<file path="src/design/qws_pkg.sv">
package qws_pkg;

  typedef struct packed {
    logic        [31:0] right_threshold;
    logic signed [31:0] start_column;
    logic signed [31:0] exit_column;
    logic        [31:0] window_length;
  } qws_cfg_t;

  typedef struct packed {
    logic exited;
    logic window_end;
  } qws_flags_t;

  typedef enum logic [7:0] {
    REG_RIGHT_THRESHOLD = 8'd0,
    REG_START_COLUMN    = 8'd1,
    REG_EXIT_COLUMN     = 8'd2,
    REG_WINDOW_LENGTH   = 8'd3
  } qws_reg_t;

  localparam logic ACT_LOAD = 1'b0;
  localparam logic ACT_STEP = 1'b1;

  localparam logic        [31:0] RST_RIGHT_THRESHOLD = 32'd2147483647;
  localparam logic signed [31:0] RST_START_COLUMN    = -32'sd1;
  localparam logic signed [31:0] RST_EXIT_COLUMN     = 32'sd0;
  localparam logic        [31:0] RST_WINDOW_LENGTH   = 32'd1000;

  localparam int IN_TDATA_W  = 128;
  localparam int OUT_TDATA_W = 96;
  localparam int OUT_WEXITS_LSB = 63;
  localparam int OUT_WEXITS_MSB = 94;

endpackage

</file>
<file path="src/design/qws_step.sv">
module qws_step import qws_pkg::*; #(
  parameter int COORD_WIDTH = 32,
  parameter int COUNT_WIDTH = 32
) (
  input  qws_cfg_t                        cfg,
  input  logic                            action,
  input  logic        [31:0]              random_word,
  input  logic        [30:0]              restart_row,
  input  logic signed [31:0]              load_x,
  input  logic        [30:0]              load_y,
  input  logic signed [COORD_WIDTH-1:0]   walker_x,
  input  logic        [COORD_WIDTH-2:0]   walker_y,
  input  logic        [COUNT_WIDTH-1:0]   steps_in_window,
  input  logic        [COUNT_WIDTH-1:0]   exits_in_window,
  output logic signed [COORD_WIDTH-1:0]   walker_x_next,
  output logic        [COORD_WIDTH-2:0]   walker_y_next,
  output logic        [COUNT_WIDTH-1:0]   steps_in_window_next,
  output logic        [COUNT_WIDTH-1:0]   exits_in_window_next,
  output qws_flags_t                      flags,
  output logic        [31:0]              window_exits
);

  localparam int CW = COORD_WIDTH;
  localparam int NW = COUNT_WIDTH;
  localparam int SW = (NW + 1 > 33) ? NW + 1 : 33;
  localparam logic signed [CW-1:0] X_MAX = {1'b0, {(CW-1){1'b1}}};
  localparam logic signed [CW-1:0] X_MIN = {1'b1, {(CW-1){1'b0}}};
  localparam logic [CW-2:0] Y_MAX = {(CW-1){1'b1}};
  localparam logic [NW-1:0] CNT_MAX = {NW{1'b1}};

  logic signed [CW-1:0] load_x_sat, start_x_sat, mx;
  logic        [CW-2:0] load_y_sat, restart_y_sat, my;
  logic        [31:0]   load_y32, restart_y32;
  logic signed [CW:0]   xe, neg_x, nx_e;
  logic                 right, up, hold, at_exit;
  logic signed [31:0]   mx32;
  logic        [NW:0]   steps;
  logic        [31:0]   len;
  logic                 wend;
  logic        [NW-1:0] exits_inc;

  // coordinate saturation
  always_comb begin
    load_y32    = {1'b0, load_y};
    restart_y32 = {1'b0, restart_row};
    if (load_x[31:CW-1] == {(33-CW){load_x[31]}}) begin
      load_x_sat = load_x[CW-1:0];
    end else begin
      load_x_sat = load_x[31] ? X_MIN : X_MAX;
    end
    if (cfg.start_column[31:CW-1] == {(33-CW){cfg.start_column[31]}}) begin
      start_x_sat = cfg.start_column[CW-1:0];
    end else begin
      start_x_sat = cfg.start_column[31] ? X_MIN : X_MAX;
    end
    load_y_sat    = (load_y32[31:CW-1] == '0) ? load_y32[CW-2:0] : Y_MAX;
    restart_y_sat = (restart_y32[31:CW-1] == '0) ? restart_y32[CW-2:0] : Y_MAX;
  end

  // one move
  always_comb begin
    right = cfg.right_threshold >= random_word;
    up    = random_word[0];
    xe    = {walker_x[CW-1], walker_x};
    neg_x = -xe;
    hold  = right && ((walker_y == '0 && up) || ({2'b00, walker_y} == neg_x && !up));
    nx_e  = right ? xe + (CW+1)'(1) : xe - (CW+1)'(1);
    mx = walker_x;
    my = walker_y;
    if (!hold) begin
      if (nx_e[CW] == nx_e[CW-1]) begin
        mx = nx_e[CW-1:0];
      end else begin
        mx = nx_e[CW] ? X_MIN : X_MAX;
      end
      if (right && up) begin
        my = (walker_y == '0) ? walker_y : walker_y - (CW-1)'(1);
      end else if (!right && !up) begin
        my = (walker_y == Y_MAX) ? walker_y : walker_y + (CW-1)'(1);
      end
    end
    mx32    = 32'(mx);
    at_exit = mx32 >= cfg.exit_column;
  end

  // window counting
  always_comb begin
    len   = (cfg.window_length == '0) ? 32'd1 : cfg.window_length;
    steps = {1'b0, steps_in_window} + (NW+1)'(1);
    wend  = (SW'(steps) >= SW'(len)) || (steps >= {1'b0, CNT_MAX});
    exits_inc = (at_exit && exits_in_window != CNT_MAX) ?
                exits_in_window + NW'(1) : exits_in_window;
  end

  always_comb begin
    walker_x_next        = walker_x;
    walker_y_next        = walker_y;
    steps_in_window_next = steps_in_window;
    exits_in_window_next = exits_in_window;
    flags                = '0;
    window_exits         = '0;
    if (action == ACT_LOAD) begin
      walker_x_next = load_x_sat;
      walker_y_next = load_y_sat;
    end else begin
      walker_x_next = at_exit ? start_x_sat : mx;
      walker_y_next = at_exit ? restart_y_sat : my;
      flags.exited  = at_exit;
      flags.window_end = wend;
      if (wend) begin
        window_exits         = 32'(exits_inc);
        steps_in_window_next = '0;
        exits_in_window_next = '0;
      end else begin
        steps_in_window_next = steps[NW-1:0];
        exits_in_window_next = exits_inc;
      end
    end
  end

endmodule

</file>
<file path="src/design/quadrant_walk_stepper.sv">
// channel  dir  handshake        payload
// s_       in   tvalid/tready    tuser action, tdata step and load fields
// m_       out  tvalid/tready    tuser exited, tlast window end, tdata position, exits
// cfg_     in   valid/ready      index, data
// one word per cycle while s_tready is high: the walker step is computed from
// the input word and the walker registers and lands in the output register at acceptance
// result appears in the cycle after acceptance; s_tready is low only while a
// result waits and m_tready is low
// synchronous reset: walker at (-1, 0), counters zero, registers at defaults
// cfg_ready is always high
module quadrant_walk_stepper import qws_pkg::*; #(
  parameter int COORD_WIDTH = 32,
  parameter int COUNT_WIDTH = 32
) (
  input  logic                   clk,
  input  logic                   rst,
  input  logic                   s_tvalid,
  output logic                   s_tready,
  input  logic                   s_tuser,   // action
  // random_word[31:0], restart_row[62:32], load_x[94:63], load_y[125:95]
  input  logic [IN_TDATA_W-1:0]  s_tdata,
  output logic                   m_tvalid,
  input  logic                   m_tready,
  output logic                   m_tlast,
  output logic                   m_tuser,   // exited
  // pos_x[31:0], pos_y[62:32], window_exits[94:63]
  output logic [OUT_TDATA_W-1:0] m_tdata,
  input  logic                   cfg_valid,
  output logic                   cfg_ready,
  input  logic [7:0]             cfg_index,
  input  logic [31:0]            cfg_data
);

  qws_cfg_t                      cfg;
  logic signed [COORD_WIDTH-1:0] walker_x, walker_x_next;
  logic        [COORD_WIDTH-2:0] walker_y, walker_y_next;
  logic        [COUNT_WIDTH-1:0] steps_in_window, steps_in_window_next;
  logic        [COUNT_WIDTH-1:0] exits_in_window, exits_in_window_next;
  qws_flags_t                    flags;
  logic        [31:0]            window_exits;
  logic                          accept;

  assign cfg_ready = 1'b1;
  assign s_tready  = !m_tvalid || m_tready;
  assign accept    = s_tvalid && s_tready;

  qws_step #(
    .COORD_WIDTH (COORD_WIDTH),
    .COUNT_WIDTH (COUNT_WIDTH)
  ) u_step (
    .cfg                  (cfg),
    .action               (s_tuser),
    .random_word          (s_tdata[31:0]),
    .restart_row          (s_tdata[62:32]),
    .load_x               (s_tdata[94:63]),
    .load_y               (s_tdata[125:95]),
    .walker_x             (walker_x),
    .walker_y             (walker_y),
    .steps_in_window      (steps_in_window),
    .exits_in_window      (exits_in_window),
    .walker_x_next        (walker_x_next),
    .walker_y_next        (walker_y_next),
    .steps_in_window_next (steps_in_window_next),
    .exits_in_window_next (exits_in_window_next),
    .flags                (flags),
    .window_exits         (window_exits)
  );

  always_ff @(posedge clk) begin
    if (rst) begin
      cfg.right_threshold <= RST_RIGHT_THRESHOLD;
      cfg.start_column    <= RST_START_COLUMN;
      cfg.exit_column     <= RST_EXIT_COLUMN;
      cfg.window_length   <= RST_WINDOW_LENGTH;
    end else if (cfg_valid && cfg_ready) begin
      case (cfg_index)
        REG_RIGHT_THRESHOLD: cfg.right_threshold <= cfg_data;
        REG_START_COLUMN:    cfg.start_column    <= cfg_data;
        REG_EXIT_COLUMN:     cfg.exit_column     <= cfg_data;
        REG_WINDOW_LENGTH:   cfg.window_length   <= cfg_data;
        default: ;
      endcase
    end
  end

  always_ff @(posedge clk) begin
    if (rst) begin
      walker_x        <= '1;
      walker_y        <= '0;
      steps_in_window <= '0;
      exits_in_window <= '0;
      m_tvalid        <= 1'b0;
    end else begin
      if (accept) begin
        walker_x        <= walker_x_next;
        walker_y        <= walker_y_next;
        steps_in_window <= steps_in_window_next;
        exits_in_window <= exits_in_window_next;
        m_tvalid        <= 1'b1;
      end else if (m_tready) begin
        m_tvalid        <= 1'b0;
      end
    end
  end

  always_ff @(posedge clk) begin
    if (accept) begin
      m_tdata <= {1'b0, window_exits, 31'(walker_y_next), 32'(walker_x_next)};
      m_tuser <= flags.exited;
      m_tlast <= flags.window_end;
    end
  end

endmodule

</file>
<file path="config.mk">
export PLATFORM = sky130hd
export DESIGN_NAME = quadrant_walk_stepper
export DESIGN_NICKNAME = d
export VERILOG_FILES = /design/src/design/qws_pkg.sv /design/src/design/qws_step.sv /design/src/design/quadrant_walk_stepper.sv
export SDC_FILE = /design/constraint.sdc
export NUM_CORES = 1
export LEC_CHECK = 0
export ABC_AREA = 1
export ABC_CLOCK_PERIOD_IN_PS = 11720
export BUFFER_PORTS_ARGS = -buffer_cell sky130_fd_sc_hd__buf_4
export CAP_MARGIN = 20
export CORE_ASPECT_RATIO = 1.4
export CORE_UTILIZATION = 30
export DETAILED_ROUTE_END_ITERATION = 6
export PLACE_DENSITY = 0.45
export SYNTH_ARGS = -nofsm -noshare
export SYNTH_HDL_FRONTEND = slang
export SYNTH_SLANG_ARGS = --single-unit
</file>
<file path="constraint.sdc">
create_clock -name clk -period 11.72 [get_ports clk]
set_input_delay 1.172 -clock clk [delete_from_list [all_inputs] [get_ports clk]]
set_output_delay 1.172 -clock clk [all_outputs]
set_load 0.02 [all_outputs]
</file>
# [After elaboration in Yosys (flattened, before gate mapping)]
# Index checks and enable logic that the tools add are counted.
[classes] n_reduce_logical=23 n_lt_le_gt_ge=4 addsub=7 n_mux=19 n_eq_ne=7
[op_table] cell="32-bit two-way mux" n=9
[op_table] cell="31-bit two-way mux" n=7
[op_table] cell="32-bit >= comparator" n=2
[op_table] cell="32-bit by 1-bit adder with 33-bit output (second input constant)" n=1
[op_table] cell="32-bit by 2-bit adder with 33-bit output (second input constant)" n=1
[op_table] cell="31-bit by 33-bit equality test with 1-bit output" n=1
[op_table] cell="33-bit by 32-bit >= comparator with 1-bit output" n=1
[op_table] cell="33-bit by 32-bit >= comparator with 1-bit output (second input constant)" n=1
[op_table] cell="33-bit two-way mux" n=1
[op_table] cell="32-bit negator with 33-bit output" n=1
[op_table] cell="32-bit by 2-bit subtractor with 33-bit output (second input constant)" n=1
[op_table] cell="32-bit by 1-bit adder with 32-bit output (second input constant)" n=1
[op_table] cell="32-bit zero test" n=1
[op_table] cell="32-bit inequality test (second input constant)" n=1
[op_table] cell="31-bit by 1-bit adder with 31-bit output (second input constant)" n=1
[op_table] cell="31-bit equality test (second input constant)" n=1
[op_table] cell="31-bit zero test" n=1
[op_table] cell="31-bit by 1-bit subtractor with 31-bit output (second input constant)" n=1
[op_table] cell="8-bit by 2-bit equality test with 1-bit output (second input constant)" n=2
[op_table] cell="2-bit AND reduction" n=6
[op_table] cell="8-bit by 1-bit equality test with 1-bit output (second input constant)" n=1
[op_table] cell="8-bit zero test" n=1
[op_table] cell="1-bit logical AND" n=7
[op_table] cell="1-bit zero test" n=3
[op_table] cell="other kinds (4)" n=7
[word_totals] in_bits=174 output_inout_bits=101 reg_bits=353 wordCells=73

# [Longest topological paths before layout]
[logic_depth] word_depth=10 depth_mapped=50 mapped_depth_nobuf=48

# [Cells and area by module]
# Synthesis repeated with hierarchy kept, for this count alone.
[hier_totals] cells_unflattened=4234 area_unflattened_um2=26965.9
[by_module_without_submodules] mod="qws_step" cells_each=2897 seq_area_each_um2=0.0 n_inst=1 area_each_um2=14622.8
[by_module_without_submodules] mod="quadrant_walk_stepper" cells_each=1337 seq_area_each_um2=8037.7 n_inst=1 area_each_um2=12343.1

# [Worst setup path after synthesis]
# OpenSTA, ideal clock, no wires.
[synth_path] path_type="input to register" from="in s_tdata[9]" to="reg walker_x[22]" stages=43 slack_ns=3.699 path_buffers=3 arrival_time_ns=7.951 t_required_ns=11.650 setup_time_ns=0.070 cell_sequence="inv_1 -> ha_1 -> nand2_1 -> inv_1 -> o21ai_1 -> nand2_1 -> a21oi_1 -> nand2_1 -> nand2_1 -> nand2_1 -> nor2_1 -> ha_1 -> a21oi_1 -> nand2_1 -> a21oi_1 -> o21ai_0 -> nand4_1 -> nand2_1 -> (+7 left out) -> nand3_1 -> nand4_1 -> nand2_1 -> ha_1 -> nand2_1 -> nor2_1 -> nand2_1 -> nor4_1 -> nand2_1 -> nand3_1 -> nand3_1 -> buf_2 -> nor2_1 -> buf_2 -> nand2_1 -> nand2_1 -> nand2_1 -> nand2_1"
[synth_between] elab_chain_cells=8 word_cells_on_any_way=10 cone_classes="order compare (2); eq/ne (1); mux (6); reduce/logical (1)"
[synth_lines] item="start, declared" line="quadrant_walk_stepper.sv:21" text="input logic [IN_TDATA_W-1:0] s_tdata,"
[synth_lines] item="32-bit >= comparator *" line="qws_step.sv:62" text="right = cfg.right_threshold >= random_word;"
[synth_lines] item="33-bit two-way mux" line="qws_step.sv:67" text="nx_e = right ? xe + (CW+1)'(1) : xe - (CW+1)'(1);"
[synth_lines] item="32-bit two-way mux or 1-bit equality test (tied branches)" line="qws_step.sv:74, qws_step.sv:71"
[synth_lines] item="32-bit two-way mux" line="qws_step.sv:71" text="if (nx_e[CW] == nx_e[CW-1]) begin"
[synth_lines] item="32-bit two-way mux *" line="qws_step.sv:70" text="if (!hold) begin"
[synth_lines] item="32-bit >= comparator" line="qws_step.sv:83" text="at_exit = mx32 >= cfg.exit_column;"
[synth_lines] item="32-bit two-way mux *" line="qws_step.sv:106" text="walker_x_next = at_exit ? start_x_sat : mx;"
[synth_lines] item="32-bit two-way mux *" line="qws_step.sv:102" text="if (action == ACT_LOAD) begin"
[synth_lines] item="via u_step.walker_x_next[22]" line="qws_step.sv:15" text="output logic signed [COORD_WIDTH-1:0] walker_x_next,"
[synth_lines] item="end signal, assigned" line="quadrant_walk_stepper.sv:95" text="walker_x <= walker_x_next;"
[synth_lines] item="end, declared" line="quadrant_walk_stepper.sv:35" text="logic signed [COORD_WIDTH-1:0] walker_x, walker_x_next;"
# The timed path passes the listed nets; every way through them passes the cells marked *.
# A chain may end at the register's enable or synchronous reset.

# [Worst setup path in the final report]
[layout_path] from="in s_tdata[31]" to="reg walker_y[0]"
[layout_between] elab_chain_cells=8 word_cells_on_any_way=16 cone_classes="order compare (2); eq/ne (1); mux (9); reduce/logical (4)"
[layout_lines] item="32-bit >= comparator *" line="qws_step.sv:62"
[layout_lines] item="33-bit two-way mux or 1-bit zero test (tied branches)" line="qws_step.sv:67, qws_step.sv:78"
[layout_lines] item="32-bit two-way mux (tied with other cells)" line="qws_step.sv:74" text="mx = nx_e[CW] ? X_MIN : X_MAX;"
[layout_lines] item="32-bit two-way mux or 31-bit two-way mux (tied branches)" line="qws_step.sv:71, qws_step.sv:78"
[layout_lines] item="32-bit two-way mux or 31-bit two-way mux (tied branches)" line="qws_step.sv:70, qws_step.sv:76"
[layout_lines] item="32-bit >= comparator or 31-bit two-way mux (tied branches)" line="qws_step.sv:83, qws_step.sv:70"
[layout_lines] item="31-bit two-way mux *" line="qws_step.sv:107" text="walker_y_next = at_exit ? restart_y_sat : my;"
[layout_lines] item="31-bit two-way mux *" line="qws_step.sv:102"
[layout_lines] item="end signal, assigned" line="quadrant_walk_stepper.sv:96" text="walker_y <= walker_y_next;"
[layout_lines] item="end, declared" line="quadrant_walk_stepper.sv:36" text="logic [COORD_WIDTH-2:0] walker_y, walker_y_next;"
# Mark *: on every way between the ends. The rest lies on a longest branch, timed or not.

==> reports/results.txt <==
Gate Count Post-Synth = 3942
Hold Violations, Final = 0
Core ar. = 0.0845 mm2
Reg2reg end = walker_y[0]
Diodes inserted = 0
CTS clk-pin slew, worst paths = 0.06 ns
Reg2Reg Launch Point = cfg[127]
Initial antenna violation count = 0
Via count = 26100
CP Class = input pin to flop
Die Span X = 249 um
Hold depth = 2
Dominant synthesized flop cell = dfxtp_1
Register area = 0.00804 mm2
Register area share after synthesis = 31.3%
CTS root buf = clkbuf_16
Filler cells = 9378
Synthesized net count = 4252
Worst-Skew Late Latency = 0.61 ns
Worst hold slack = 0.460 ns
Most Crowded Layer GR = met2
Count of state elements after synthesis = 353
Fraction of registers with async set/reset = 0%
CP Launch Type = input pin
Longest Clk Path Bufs = 3
Max IR drop VDD = 0.189 mV
Most used cell, CP = nand2_1
RSZ-0062 raised after global routing = false
Met2 Track Usage GR = 42.7%
Die ar. = 0.0867 mm2
PortBufs = 270
CP max-delay cell = nor2_2
Met1 GRT Util = 27.8%
Worst path max stage delay = 0.60 ns
Total setup buffers inserted after CTS = 0
Die height = 348 um
Nets = 4442
Final WL = 105000 um
Power per standard cell area = 227 mW/mm2
Initial DRC Count = 1492
Hold WC Path Type = flop to flop
Syn_area_per_cell = 6.51 um2
Sum of buffers and inverters on the critical path = 12
H-tree levels = 2
Netlist Area Pre-Place = 0.0257 mm2
Clock sink count = 353
Drt first pass iters = 5
Share of cells above drive strength 1 = 12.4%
YS warnings = 0
Worst setup EP type = flop
Min-Delay Startpoint = cfg[46]
Num rows = 126
Ports = 275
GRT met3 Usage = 2.89%
First-pass GRT wire length = 158000 um
Worst Path Max Fanout = 25
Post-CTS Resized = 0
Status = completed
Synthesis-to-finish area growth = 17.4%
Area of the multi-input gates = 0.0152 mm2
DRC errors left = 0
Via-to-Cell Ratio = 4.97
Total gr overflow = 0
Top post-synthesis cells by area = dfxtp_1 20%, nand2_1 17%, edfxtp_1 11%
Post-route clock period utilization = 79.0%
Antenna-violating nets left = 0
Setup slack after layout = 2.46 ns
Routed length per instance = 20.0 um
Total Routing Usage GR = 23.7%
Relative slew margins = 29.5%
Crit path DAT = 9.75 ns
Worst reg2reg path depth = 42
Placer congestion estimate = 0.990
Final HPWL DP = 79700 um
Netlist cell types = 55
Top-area cell type share of the netlist area = 20.0%
Final Critical Period = 9.26 ns
Synth area leader = dfxtp_1
Hold Path End = cfg[46]
Vias in the first global route = 25800
FMAX = 108 MHz
Most common cell after layout, fill and taps aside = nand2_1
Setup violators final = 0
Largest net degree at the start of global routing = 100
Worst-Margin Slew = 1.05 ns
Crit-path leading delay family = simple AND/OR/NAND/NOR gates
CTS tree = done
Pre-CTS WS = 1.78 ns
FF-to-FF setup slack = 2.84 ns
Final setup TNS = 0 ns
Req. time, crit path = 12.21 ns
Hold_buf cts = 0
Most frequent cells in the layout = 1159 x nand2_1, 433 x inv_1, 318 x nor2_1
Final Max Tran Viols = 0
Initial Util = 30.4%
Post-synth EDFFs = 97
Clock skew = 0.0224 ns
P_leak = 13.8 nW
CTS Buf Count = 42
Max Cap Viol = 0
[power by group]
| group | switching, W | total (W) | internal, W |
|---|---|---|---|
| clock network | 0.000601 | 0.00137 | 0.000773 |
| registers | 0.000221 | 0.00171 | 0.00149 |
| logic | 0.00251 | 0.00375 | 0.00124 |
[stage by stage]
stage	total power [W]	area (um2)	utilization, %	cells
after floorplan	0.00399	25700	-	3942
after global placement	0.00553	28700	34.0	5176
after detailed placement	0.00552	28700	34.0	5176
after CTS	0.00693	30100	35.6	5253
after global routing	0.00735	30100	35.6	5253
final	0.00684	30100	35.6	5253
[worst min-delay path, stage by stage (launching register included)]
cell and delay (ns):
dfxtp_1 0.30, inv_1 0.06, a21oi_1 0.06
[worst max path at each step]
stage | startpoint | to | depth (start not counted)
final | s_tdata[31] | walker_y[0] | 44
after detailed placement | s_tdata[19] | walker_y[0] | 45
after CTS | s_tdata[31] | walker_y[0] | 44
after global placement | s_tdata[19] | walker_y[23] | 45
after global routing | s_tdata[9] | walker_y[0] | 47
after floorplan | s_tdata[9] | walker_x[22] | 43
[cells in the mapped netlist (3+ instances only)]
library cell	number
nand4_1	163
o31ai_1	3
and3_1	3
o211ai_1	25
inv_1	435
o21ai_0	170
dfxtp_1	256
nand3b_1	12
a21o_1	5
clkbuf_1	117
o21ai_1	12
buf_1	9
edfxtp_1	97
xor2_1	100
nor2_1	322
nand3_1	292
a31o_2	3
o21bai_1	13
or2_2	13
inv_2	8
nor2_2	12
o21a_1	5
xnor2_1	16
nor4_1	31
nor3_1	67
nand2_2	66
ha_1	135
buf_4	17
buf_6	4
and2_1	6
clkinv_1	5
nor2_4	4
nand2_1	1162
a21oi_1	303
buf_2	24
[layout make-up]
class	count	area share, %
multi-input cells	2967	50.4
flip-flops and latches	353	26.7
repair buffers	320	8.14
inverters	448	5.61
well taps	1088	4.52
clock buffers	48	3.66
clock inverters	29	1.01
[cells by family after synthesis]
kind of cell	count (synthesis)	synth area share [%]
other cells	2	0.0293
compound gates	545	11.3
buf+inv	622	9.68
flops	353	31.3
fa+ha+maj	136	6.66
simple gates	2168	37.1
xor+xnor	116	3.96
[flip-flops by register name, indices dropped and copies added, names as in the netlist]
register,flops
cfg,128
m_tdata,95
exits_in_window,32
steps_in_window,32
walker_x,32
walker_y,31
m_tlast,1
m_tuser,1
m_tvalid,1
[layer usage]
metal | part of all wire [%] | vias up
met1 | 41 | 12000
met4 | 5.1 | 0
met5 | 0 | -
met2 | 50 | 618
li1 | - | 13300
met3 | 3.9 | 163
Note: power is estimated with default switching activity, not from simulation.
